## src/rtl/button_light_mode_controller_assert.svh

```systemverilog
// Assertion macros used by the button light mode controller core RTL.
`ifndef BUTTON_LIGHT_MODE_CONTROLLER_ASSERT_SVH
`define BUTTON_LIGHT_MODE_CONTROLLER_ASSERT_SVH

// Same-cycle implication, disabled while reset is low.
`define BLMC_ASSERT_NOW(lbl, clk, rst_n, ante, cons) \
    lbl: assert property (@(posedge clk) disable iff (!(rst_n)) (ante) |-> (cons)) \
        else $error("blmc assertion failed: same-cycle check");

// Next-cycle implication, disabled while reset is low.
`define BLMC_ASSERT_NEXT(lbl, clk, rst_n, ante, cons) \
    lbl: assert property (@(posedge clk) disable iff (!(rst_n)) (ante) |=> (cons)) \
        else $error("blmc assertion failed: next-cycle check");

`endif

```

## src/rtl/blmc_pkg.sv

```systemverilog
package blmc_pkg;

    // Elapsed counter width and configuration register width
    localparam int CNT_BITS = 16;
    localparam int CFG_BITS = 16;
    localparam int CMP_BITS = (CNT_BITS > CFG_BITS) ? CNT_BITS : CFG_BITS;

    // Configuration register indexes
    localparam int REG_IDX_BITS = 2;
    typedef enum logic [REG_IDX_BITS-1:0] {
        REG_DEBOUNCE   = 2'd0,
        REG_LONG_PRESS = 2'd1,
        REG_MODE_STEP  = 2'd2
    } t_reg_idx;

    // Lamp patterns
    localparam logic [1:0] PAT_BOTH   = 2'd0;
    localparam logic [1:0] PAT_SECOND = 2'd1;
    localparam logic [1:0] PAT_FIRST  = 2'd2;
    localparam logic [1:0] PAT_NONE   = 2'd3;

    // Reset values of the configuration registers
    localparam logic [CFG_BITS-1:0] DEBOUNCE_RST   = 16'd50;
    localparam logic [CFG_BITS-1:0] LONG_PRESS_RST = 16'd1000;
    localparam logic [CFG_BITS-1:0] MODE_STEP_RST  = 16'd2000;

    typedef struct packed {
        logic [CFG_BITS-1:0] debounce_ticks;
        logic [CFG_BITS-1:0] long_press_ticks;
        logic [CFG_BITS-1:0] mode_step_ticks;
    } t_cfg;

    typedef struct packed {
        logic [1:0] lamp_mode;
        logic       button_held;
        logic       setup_active;
        logic       lamp_two;
        logic       lamp_one;
    } t_result;

    // Saturating increment of an elapsed counter
    function automatic logic [CNT_BITS-1:0] sat_inc(input logic [CNT_BITS-1:0] c);
        sat_inc = (c == {CNT_BITS{1'b1}}) ? c : c + 1'b1;
    endfunction

endpackage

```

## src/rtl/blmc_core.sv

```systemverilog
`include "button_light_mode_controller_assert.svh"

module blmc_core (
    input  logic             i_clk,
    input  logic             i_rst_n,
    input  logic             i_adv,
    input  logic             i_level,
    input  blmc_pkg::t_cfg   i_cfg,
    output blmc_pkg::t_result o_result
);
    import blmc_pkg::*;

    logic                r_held;
    logic                r_settling;
    logic [CNT_BITS-1:0] r_since_change;
    logic [CNT_BITS-1:0] r_since_press;
    logic [CNT_BITS-1:0] r_since_step;
    logic                r_lit;
    logic [1:0]          r_pattern;
    logic                r_setup;

    logic                n_held;
    logic                n_settling;
    logic [CNT_BITS-1:0] n_since_change;
    logic [CNT_BITS-1:0] n_since_press;
    logic [CNT_BITS-1:0] n_since_step;
    logic                n_lit;
    logic [1:0]          n_pattern;
    logic                n_setup;

    logic                pressed;
    logic                sample;
    logic                accept_press;

    assign pressed = ~i_level;

    // Debounce gate: pin is ignored while settling and inside the window
    assign sample = !(r_settling &&
                      (CMP_BITS'(n_since_change_inc()) < CMP_BITS'(i_cfg.debounce_ticks)));

    // Debounced press taken on this word
    assign accept_press = i_adv && sample && pressed && !r_held;

    function automatic logic [CNT_BITS-1:0] n_since_change_inc();
        n_since_change_inc = sat_inc(r_since_change);
    endfunction

    // Next state for one tick
    always_comb begin
        n_held         = r_held;
        n_settling     = r_settling;
        n_since_change = sat_inc(r_since_change);
        n_since_press  = sat_inc(r_since_press);
        n_since_step   = sat_inc(r_since_step);
        n_lit          = r_lit;
        n_pattern      = r_pattern;
        n_setup        = r_setup;

        if (sample) begin
            if (pressed != r_held) begin
                if (pressed) begin
                    n_since_press = '0;
                    n_lit         = ~r_lit;
                end else begin
                    n_setup = 1'b0;
                end
                n_held     = pressed;
                n_settling = 1'b1;
            end else begin
                n_settling = 1'b0;
            end
            n_since_change = '0;
        end

        // Long press handling and pattern stepping while held
        if (n_held) begin
            if (n_setup) begin
                if (CMP_BITS'(n_since_step) >= CMP_BITS'(i_cfg.mode_step_ticks)) begin
                    n_since_step = '0;
                    n_pattern    = (r_pattern < PAT_FIRST) ? r_pattern + 2'd1 : PAT_BOTH;
                end
            end else if (CMP_BITS'(n_since_press) > CMP_BITS'(i_cfg.long_press_ticks)) begin
                n_setup = 1'b1;
                n_lit   = 1'b1;
            end
        end
    end

    // Result word from the updated state
    always_comb begin
        o_result.lamp_one     = n_lit && (n_pattern == PAT_BOTH || n_pattern == PAT_FIRST);
        o_result.lamp_two     = n_lit && (n_pattern == PAT_BOTH || n_pattern == PAT_SECOND);
        o_result.setup_active = n_setup;
        o_result.button_held  = n_held;
        o_result.lamp_mode    = n_pattern;
    end

    // State registers, updated once per processed word
    always_ff @(posedge i_clk) begin
        if (!i_rst_n) begin
            r_held         <= 1'b0;
            r_settling     <= 1'b0;
            r_since_change <= '0;
            r_since_press  <= '0;
            r_since_step   <= '0;
            r_lit          <= 1'b0;
            r_pattern      <= PAT_BOTH;
            r_setup        <= 1'b0;
        end else if (i_adv) begin
            r_held         <= n_held;
            r_settling     <= n_settling;
            r_since_change <= n_since_change;
            r_since_press  <= n_since_press;
            r_since_step   <= n_since_step;
            r_lit          <= n_lit;
            r_pattern      <= n_pattern;
            r_setup        <= n_setup;
        end
    end

    // Pattern three is never reached
    `BLMC_ASSERT_NOW(a_pattern_valid, i_clk, i_rst_n, 1'b1, r_pattern != PAT_NONE)
    // Setup mode only exists while the button is held
    `BLMC_ASSERT_NOW(a_setup_held, i_clk, i_rst_n, r_setup, r_held)
    // Setup mode always has the lights on
    `BLMC_ASSERT_NOW(a_setup_lit, i_clk, i_rst_n, r_setup, r_lit)
    // An accepted press restarts the hold timer
    `BLMC_ASSERT_NEXT(a_press_clears, i_clk, i_rst_n, accept_press, r_since_press == '0)

endmodule

```

## src/rtl/button_light_mode_controller.sv

```systemverilog
// Channel  | Direction | Word fields (low bit up)
// ---------+-----------+----------------------------------------------------------
// s_axis   | in        | tdata: [0] button_level, [7:1] zero
// m_axis   | out       | tdata: [0] lamp_one, [1] lamp_two, [2] setup_active,
//          |           |        [3] button_held, [5:4] lamp_mode, [7:6] zero
// cfg      | in        | i_cfg_we, i_cfg_addr (0 debounce, 1 long press, 2 step)
//
// One word per cycle while m_axis is ready; a taken word passes through the input register,
// then the state update writes its result into the result register.
// Synchronous active-low reset clears state, config to defaults, and both valids.
// A stalled m_axis holds its word; s_axis keeps taking words while the input register
// is empty or can drain into the result register in the same cycle.
module button_light_mode_controller (
    input  logic       i_clk,
    input  logic       i_rst_n,
    input  logic       s_axis_tvalid,
    output logic       s_axis_tready,
    input  logic [7:0] s_axis_tdata,   // [0] button_level, [7:1] zero
    output logic       m_axis_tvalid,
    input  logic       m_axis_tready,
    output logic [7:0] m_axis_tdata,   // [0] lamp_one, [1] lamp_two, [2] setup_active,
                                       // [3] button_held, [5:4] lamp_mode, [7:6] zero
    input  logic       i_cfg_we,
    input  logic [blmc_pkg::REG_IDX_BITS-1:0] i_cfg_addr,
    input  logic [blmc_pkg::CFG_BITS-1:0]     i_cfg_wdata
);
    import blmc_pkg::*;

    t_cfg    r_cfg;
    logic    r_in_valid;
    logic    r_in_level;
    logic    r_out_valid;
    t_result r_out;
    t_result core_result;
    logic    adv;

    // Word moves from the input register into the result register
    assign adv           = r_in_valid && (!r_out_valid || m_axis_tready);
    assign s_axis_tready = !r_in_valid || adv;

    // Configuration registers
    always_ff @(posedge i_clk) begin
        if (!i_rst_n) begin
            r_cfg.debounce_ticks   <= DEBOUNCE_RST;
            r_cfg.long_press_ticks <= LONG_PRESS_RST;
            r_cfg.mode_step_ticks  <= MODE_STEP_RST;
        end else if (i_cfg_we) begin
            case (t_reg_idx'(i_cfg_addr))
                REG_DEBOUNCE:   r_cfg.debounce_ticks   <= i_cfg_wdata;
                REG_LONG_PRESS: r_cfg.long_press_ticks <= i_cfg_wdata;
                REG_MODE_STEP:  r_cfg.mode_step_ticks  <= i_cfg_wdata;
                default: ;
            endcase
        end
    end

    // Input register
    always_ff @(posedge i_clk) begin
        if (!i_rst_n) begin
            r_in_valid <= 1'b0;
        end else if (s_axis_tready) begin
            r_in_valid <= s_axis_tvalid;
        end
    end

    always_ff @(posedge i_clk) begin
        if (s_axis_tvalid && s_axis_tready) begin
            r_in_level <= s_axis_tdata[0];
        end
    end

    blmc_core u_core (
        .i_clk    (i_clk),
        .i_rst_n  (i_rst_n),
        .i_adv    (adv),
        .i_level  (r_in_level),
        .i_cfg    (r_cfg),
        .o_result (core_result)
    );

    // Result register
    always_ff @(posedge i_clk) begin
        if (!i_rst_n) begin
            r_out_valid <= 1'b0;
        end else if (adv) begin
            r_out_valid <= 1'b1;
        end else if (m_axis_tready) begin
            r_out_valid <= 1'b0;
        end
    end

    always_ff @(posedge i_clk) begin
        if (adv) begin
            r_out <= core_result;
        end
    end

    assign m_axis_tvalid = r_out_valid;
    assign m_axis_tdata  = {2'b00, r_out};

endmodule
```

## config.mk

```make
export PLATFORM = sky130hd
export DESIGN_NAME = button_light_mode_controller
export DESIGN_NICKNAME = d
export VERILOG_FILES = /design/src/rtl/blmc_pkg.sv /design/src/rtl/blmc_core.sv /design/src/rtl/button_light_mode_controller.sv
export VERILOG_INCLUDE_DIRS = /design/src /design/src/rtl
export SDC_FILE = /design/constraint.sdc
export NUM_CORES = 1
export LEC_CHECK = 0
export BUFFER_PORTS_ARGS = -buffer_cell sky130_fd_sc_hd__buf_2
export CELL_PAD_IN_SITES_DETAIL_PLACEMENT = 1
export CELL_PAD_IN_SITES_GLOBAL_PLACEMENT = 1
export CORE_MARGIN = 2
export CORE_UTILIZATION = 25
export CTS_CLUSTER_SIZE = 28
export DETAILED_ROUTE_END_ITERATION = 10
export PLACE_DENSITY_LB_ADDON = 0.1
export SETUP_SLACK_MARGIN = 0.4
export SLEW_MARGIN = 0
export SYNTH_ARGS = -nofsm -noshare
export SYNTH_HDL_FRONTEND = slang
export SYNTH_HIERARCHICAL = 1
export SYNTH_SLANG_ARGS = --single-unit
```

## constraint.sdc

```tcl
create_clock -name i_clk -period 5.9 [get_ports i_clk]
set_input_delay 0.295 -clock i_clk [delete_from_list [all_inputs] [get_ports i_clk]]
set_output_delay 0.295 -clock i_clk [all_outputs]
set_load 0.03 [all_outputs]
```

-- After elaboration in Yosys (flattened, before gate mapping)
Cells that the tools add are included.
- RAM bits: 0
- bits of input ports: 31
- register bits after elaboration: 111
- output and inout port bits: 10
- memories: 0
- bits in latches: 0
- word-level logic and storage cells: 87
- memory bits (read-only): 0
- bitwise operators: 3
- multiplexer cells: 31
- order comparisons: 4
- shifts and indexed selects: 0
- multipliers: 0
- $add $sub $neg: 4
- div/mod/pow operators: 0
- eq/ne operators: 8
- reduce and logical (&&, ||, !) cells: 18
- operators with widths (kind ; number):
    two-way mux 16 bit ; 10
    adder 16 x 1 -> 16 bit (second input constant) ; 3
    equality test 16 bit (second input constant) ; 3
    two-way mux 1 bit ; 17
    >= comparator 16 bit ; 1
    > comparator 16 bit ; 1
    < comparator 16 bit ; 1
    two-way mux 2 bit ; 4
    AND reduction 2 bit ; 4
    logical AND 1 bit ; 5
    equality test 2 x 1 -> 1 bit (second input constant) ; 2
    equality test 2 bit (second input constant) ; 2
    logical NOT 2 bit ; 2
    logical OR 1 bit ; 4
    NOT 1 bit ; 3
    adder 2 x 1 -> 2 bit (second input constant) ; 1
    logical NOT 1 bit ; 2
    < comparator 2 bit (second input constant) ; 1
    nonzero test 2 bit ; 1
    != test 1 bit ; 1

-- Longest topological paths before layout
- depth after elaboration: 10
- mapped depth: 24

-- By module
The synthesis kept the hierarchy.
- modules (own cells, without submodules) (module ; seq. area each (um^2) ; area each (um^2) ; cells each ; instances):
    blmc_core ; 1081.0 ; 4608.2 ; 605 ; 1
    button_light_mode_controller ; 1211.2 ; 2202.1 ; 207 ; 1

-- Worst setup path before layout
Ideal clock, no wire load.
- path kind: register to register
- from: register u_core.r_since_change[0]
- to: register u_core.r_setup
- arrival time: 4710 ps
- stages on the path, launching flop included: 24
- library setup time: 103 ps
- period minus slack after synthesis: 4813 ps
- slack: 1087 ps
- path through: dfxtp_1 > ha_1 > nand4_1 > nor4_4 > or4_1 > nor3_1 > xnor2_1 > ha_1 > nand4_1 > nor3_1 > o21ai_0 > o211a_1 > buf_6 > nor2_8 > buf_2 > nor2_1 > ha_1 > nand4_1 > or3_1 > a21o_1 > and3_1 > nor2_1 > a21oi_1 > a2111oi_2
- longest elaborated chain between the ends: 9
- ends and longest elaborated chain (element ; line ; text):
    from (decl) ; blmc_core.sv:15 ; logic [CNT_BITS-1:0] r_since_change;
    from (signal assigned) ; blmc_core.sv:112 ; r_since_change <= n_since_change;
    adder 16 x 1 -> 16 bit or equality test 16 bit (tied branches) ; blmc_pkg.sv:43 ; sat_inc = (c == {CNT_BITS{1'b1}}) ? c : c + 1'b1;
    two-way mux 16 bit (*) ; -- ;
    < comparator 16 bit (*) ; blmc_core.sv:39 ; (CMP_BITS'(n_since_change_inc()) < CMP_BITS'(i_cfg.debounce_ticks)));
    logical AND 1 bit (*) ; blmc_core.sv:38 ; assign sample = !(r_settling &&
    two-way mux 16 bit (*) ; blmc_core.sv:59 ; if (sample) begin
    net u_core.n_since_press[11] ; blmc_core.sv:25 ; logic [CNT_BITS-1:0] n_since_press;
    > comparator 16 bit (*) ; blmc_core.sv:82 ; end else if (CMP_BITS'(n_since_press) > CMP_BITS'(i_cfg.long_press_ticks)) begin
    two-way mux 1 bit (*) ; blmc_core.sv:82 ;
    two-way mux 1 bit (*) ; blmc_core.sv:77 ; if (n_setup) begin
    two-way mux 1 bit (*) ; blmc_core.sv:76 ; if (n_held) begin
    to (signal assigned) ; blmc_core.sv:117 ; r_setup <= n_setup;
    to (decl) ; blmc_core.sv:20 ; logic r_setup;
The timed path passes the listed nets; every way through them passes the cells marked *.
A chain may end at the register's enable or synchronous reset.

==> out/metrics.yaml <==
postRouteWirelength_mm: 21.2
fmax_mhz: 186
yosysUniqueCellTypes: 65
h-tree-depth: 3
min_to: "r_in_level$_DFFE_PP_"
run_status: "complete, no violations"
drt-pass1-iter-count: 4
ff2ff_path_depth: 24
fin_skew_ns: 0.0158
grt_pass1_vias: 6111
rows: 60
synthMostInstantiatedCell: "nand2_1"
reg2reg_from: "u_core/r_since_change[1]$_SDFFE_PN0P_"
numPortBuffers: 31
ys_seq_area_share_pct: 33.7
finalPower_mw: 1.61
antenna_cells: 0
crit_path_end_kind: "register"
ys.flop_type: "dfxtp_1"
syn2layout_area_growth_pct: 16.0
p_leak_nw: 3.33
critPathArrivalTime_ns: 5.49
track_usage_pct: 15.0
cts-root-buf: "clkbuf_16"
numCtsBuffers: 9
fin_nets: 924
final_cells: 1189
drtIter0Drc: 205
clkTransAtPathRegs_ns: 0.08
yosys_warnings: 6
clock-sinks: 111
fin_crit_ns: 5.37
irDropWorstVdd_v: 0.000137
power_switching_mw: 0.463
synth_edf_count: 7
grt_max_degree: 72
holdPathStages: 1
cap_viol_max_count: 0
syn_area_um2: 6810
crit_fanout: 6
p_seq_share_pct: 49.0
hold_viol: 0
seq_area_um2: 2300
vias_per_cell: 4.88
layout-drive-gt1-share_pct: 13.8
coreArea_um2: 26900
rr_endpoint: "m_axis_tdata[1]$_DFFE_PP_"
die-height_um: 169
grt_pass1_wl_mm: 33.6
hold_class: "in -> reg"
worstSetupPathType: "reg -> reg"
async_reset_ff_share_pct: 0
ys_top_cells_by_area: "dfxtp_1 31%, ha_1 9.2%, mux2i_1 7.8%, nand2_1 6.2%, inv_1 3.3%"
syn_avg_cell_area_um2: 8.39
maxSlewHeadroom_pct: 35.5
final_max_slew_viol_count: 0
pwr_density_cell_nw_per_um2: 203
combPwrFrac_pct: 11.4
die_x_um: 169
r2r_slack_ns: 0.53
clk_latency_ns: 0.36
synth_cells: 812
synth_largest_area_cell: "dfxtp_1"
p_int_mw: 1.14
antenna_found_initial: 0
drc: 0
wl_per_cell_um: 17.8
clock_path_buffers: 2
gp_congestion: 0.754
synthTopCellsByCount: "113 x nand2_1, 104 x dfxtp_1, 59 x inv_1"
fin_util_pct: 29.4
cts_tree: "built"
power_frac_clock_pct: 39.6
vias: 5807
yosys_register_bits: 111
rsz0062_at_grt: "true"
hp-start: "s_axis_tdata[0]"
multi_input_area_um2: 4250
setup_viol_count_final: 0
place_inst: 1159
gr-total-overflow: 0
drtAntennaViolNets: 0
io_pins: 41
critPathRequiredTime_ns: 6.01
num-fill-cells: 3198
die_area_um2: 28600
start_util_pct: 25.3
fin_crit_sh_pct: 91.1
dp_hpwl_mm: 15.8
whs_ns: 0.112
swShare_pct: 28.8
tightest_slew_ns: 0.967
yosysTopAreaCellShare_pct: 30.6
cp-start-kind: "register"
-- routing by layer --
metal	routed length (um)	track usage (%)	vias to the layer above	part of all wire [%]
met1	10300	20.8	2834	49
met3	637	2.53	11	3.0
met4	161	2.49	0	0.76
met2	10000	25.0	65	47
li1	-	-	2897	-
met5	0	0	-	0
-- how the worst max path moves through the flow --
stage / start / endpoint / slack [ns] / cells after the start
3_5_place_dp: u_core/r_since_change[0]$_SDFFE_PN0P_ / m_axis_tdata[1]$_DFFE_PP_ / -0.04 / 23
3_3_place_gp: u_core/r_since_change[0]$_SDFFE_PN0P_ / m_axis_tdata[1]$_DFFE_PP_ / 0.15 / 23
6_report: u_core/r_since_change[1]$_SDFFE_PN0P_ / m_axis_tdata[1]$_DFFE_PP_ / 0.53 / 24
2_1_floorplan: u_core/r_since_change[0]$_SDFFE_PN0P_ / u_core/r_setup$_SDFFE_PN0P_ / 1.09 / 23
5_1_grt: u_core/r_since_change[11]$_SDFFE_PN0P_ / m_axis_tdata[1]$_DFFE_PP_ / 0.29 / 24
4_1_cts: u_core/r_since_change[0]$_SDFFE_PN0P_ / m_axis_tdata[1]$_DFFE_PP_ / 0.42 / 23
-- sequential cells by signal (all words and copies together), names as in the netlist --
| signal | count |
|---|---|
| r_in_valid | 1 |
| r_in_level | 1 |
| u_core/r_lit | 1 |
| u_core/r_since_press | 16 |
| r_cfg | 48 |
| m_axis_tdata | 6 |
| u_core/r_since_step | 16 |
| u_core/r_since_change | 16 |
| u_core/r_held | 1 |
| m_axis_tvalid | 1 |
| u_core/r_pattern | 2 |
| u_core/r_settling | 1 |
| u_core/r_setup | 1 |
-- layout by cell type (no fill, tap or decap), types with 3 or more instances in the layout --
cell type / synthesis / layout
a21boi_0: 4 / 4
nand4_1: 11 / 11
a31oi_1: 5 / 5
nand2_1: 113 / 113
buf_4: 7 / 26
inv_8: 0 / 4
a22o_1: 3 / 3
nand3_1: 32 / 31
nand4b_1: 3 / 3
o21a_1: 7 / 7
and3_1: 21 / 21
inv_1: 59 / 59
nor2_1: 53 / 52
ha_1: 50 / 48
nor4_1: 9 / 7
and4_1: 5 / 5
mux2_2: 4 / 4
o21ai_2: 1 / 3
nand3b_1: 5 / 5
nor3_1: 10 / 7
o211ai_1: 7 / 7
a21oi_1: 44 / 43
a21o_1: 3 / 3
xor2_1: 20 / 20
xnor2_1: 19 / 18
o2111ai_2: 2 / 3
a211oi_1: 4 / 3
edfxtp_1: 7 / 7
buf_2: 7 / 31
clkbuf_16: 0 / 10
mux2i_1: 53 / 53
o21ai_0: 24 / 21
dfxtp_1: 104 / 101
and2_1: 3 / 3
nor2b_1: 28 / 26
nor3b_1: 4 / 4
or4_1: 4 / 3
a32o_1: 15 / 15
or3_1: 7 / 5
-- logic make-up (layout without fill, tap and decap cells) --
kind of cell / after synthesis / count (layout) / synth area share [%]
compound gates: 134 / 134 / 13.4
simple gates: 320 / 320 / 23.9
other cells: 1 / 2 / 0.0551
buf+inv: 100 / 135 / 6.37
fa+ha+maj: 50 / 50 / 9.19
xor+xnor: 39 / 39 / 5.02
flops: 111 / 111 / 33.7
mux: 57 / 57 / 8.45
-- power by group through the flow --
stage | sequential [mW] | clock [mW] | combinational [mW]
final | 0.787 | 0.637 | 0.183
after global routing | 0.790 | 0.695 | 0.203
after CTS | 0.788 | 0.669 | 0.172
after detailed placement | 0.806 | 0 | 0.170
after global placement | 0.805 | 0 | 0.165
after floorplan | 0.806 | 0 | 0.105
-- area by class of cell --
cell class / count / share of cell area (%)
multi-input cells: 602 / 53.8
flip-flops and latches: 111 / 29.1
well taps: 341 / 5.40
repair buffers: 60 / 5.15
clock buffers: 9 / 2.85
inverters: 59 / 2.80
clock inverters: 7 / 0.855
-- worst max-delay path: stages, from the launching register on --
cell,delay (ns)
dfxtp_4,0.37
ha_4,0.17
nand4_1,0.13
nor4_4,0.05
buf_4,0.15
or4_4,0.55
nor3_4,0.24
xnor2_2,0.11
ha_1,0.32
nand4_1,0.20
nor3_2,0.24
o21ai_2,0.10
o211a_4,0.27
nor2_8,0.17
buf_12,0.15
a21oi_4,0.04
ha_4,0.28
nand4_1,0.18
nor4_2,0.38
buf_4,0.18
or3_4,0.11
a31oi_1,0.03
mux2i_1,0.25
o2111ai_2,0.24
nor2b_2,0.21
-- per-stage QoR --
step | worst slack (ns) | setup TNS (ns) | area [um2]
detailed placement | -0.0387 | -0.0667 | 7300
global route | 0.285 | 0 | 7900
floorplan | 1.09 | 0 | 6810
CTS | 0.418 | 0 | 7650
global placement | 0.151 | 0 | 7300
finish | 0.527 | 0 | 7900
-- what timing repair did --
action	in CTS	in global routing
gates cloned	0	1
resized for setup	14	26
endpoints found under the setup margin	5	5
buffers inserted	1	12
hold buffers	0	0
pin swaps	4	19
(Power assumes the default switching activity.)
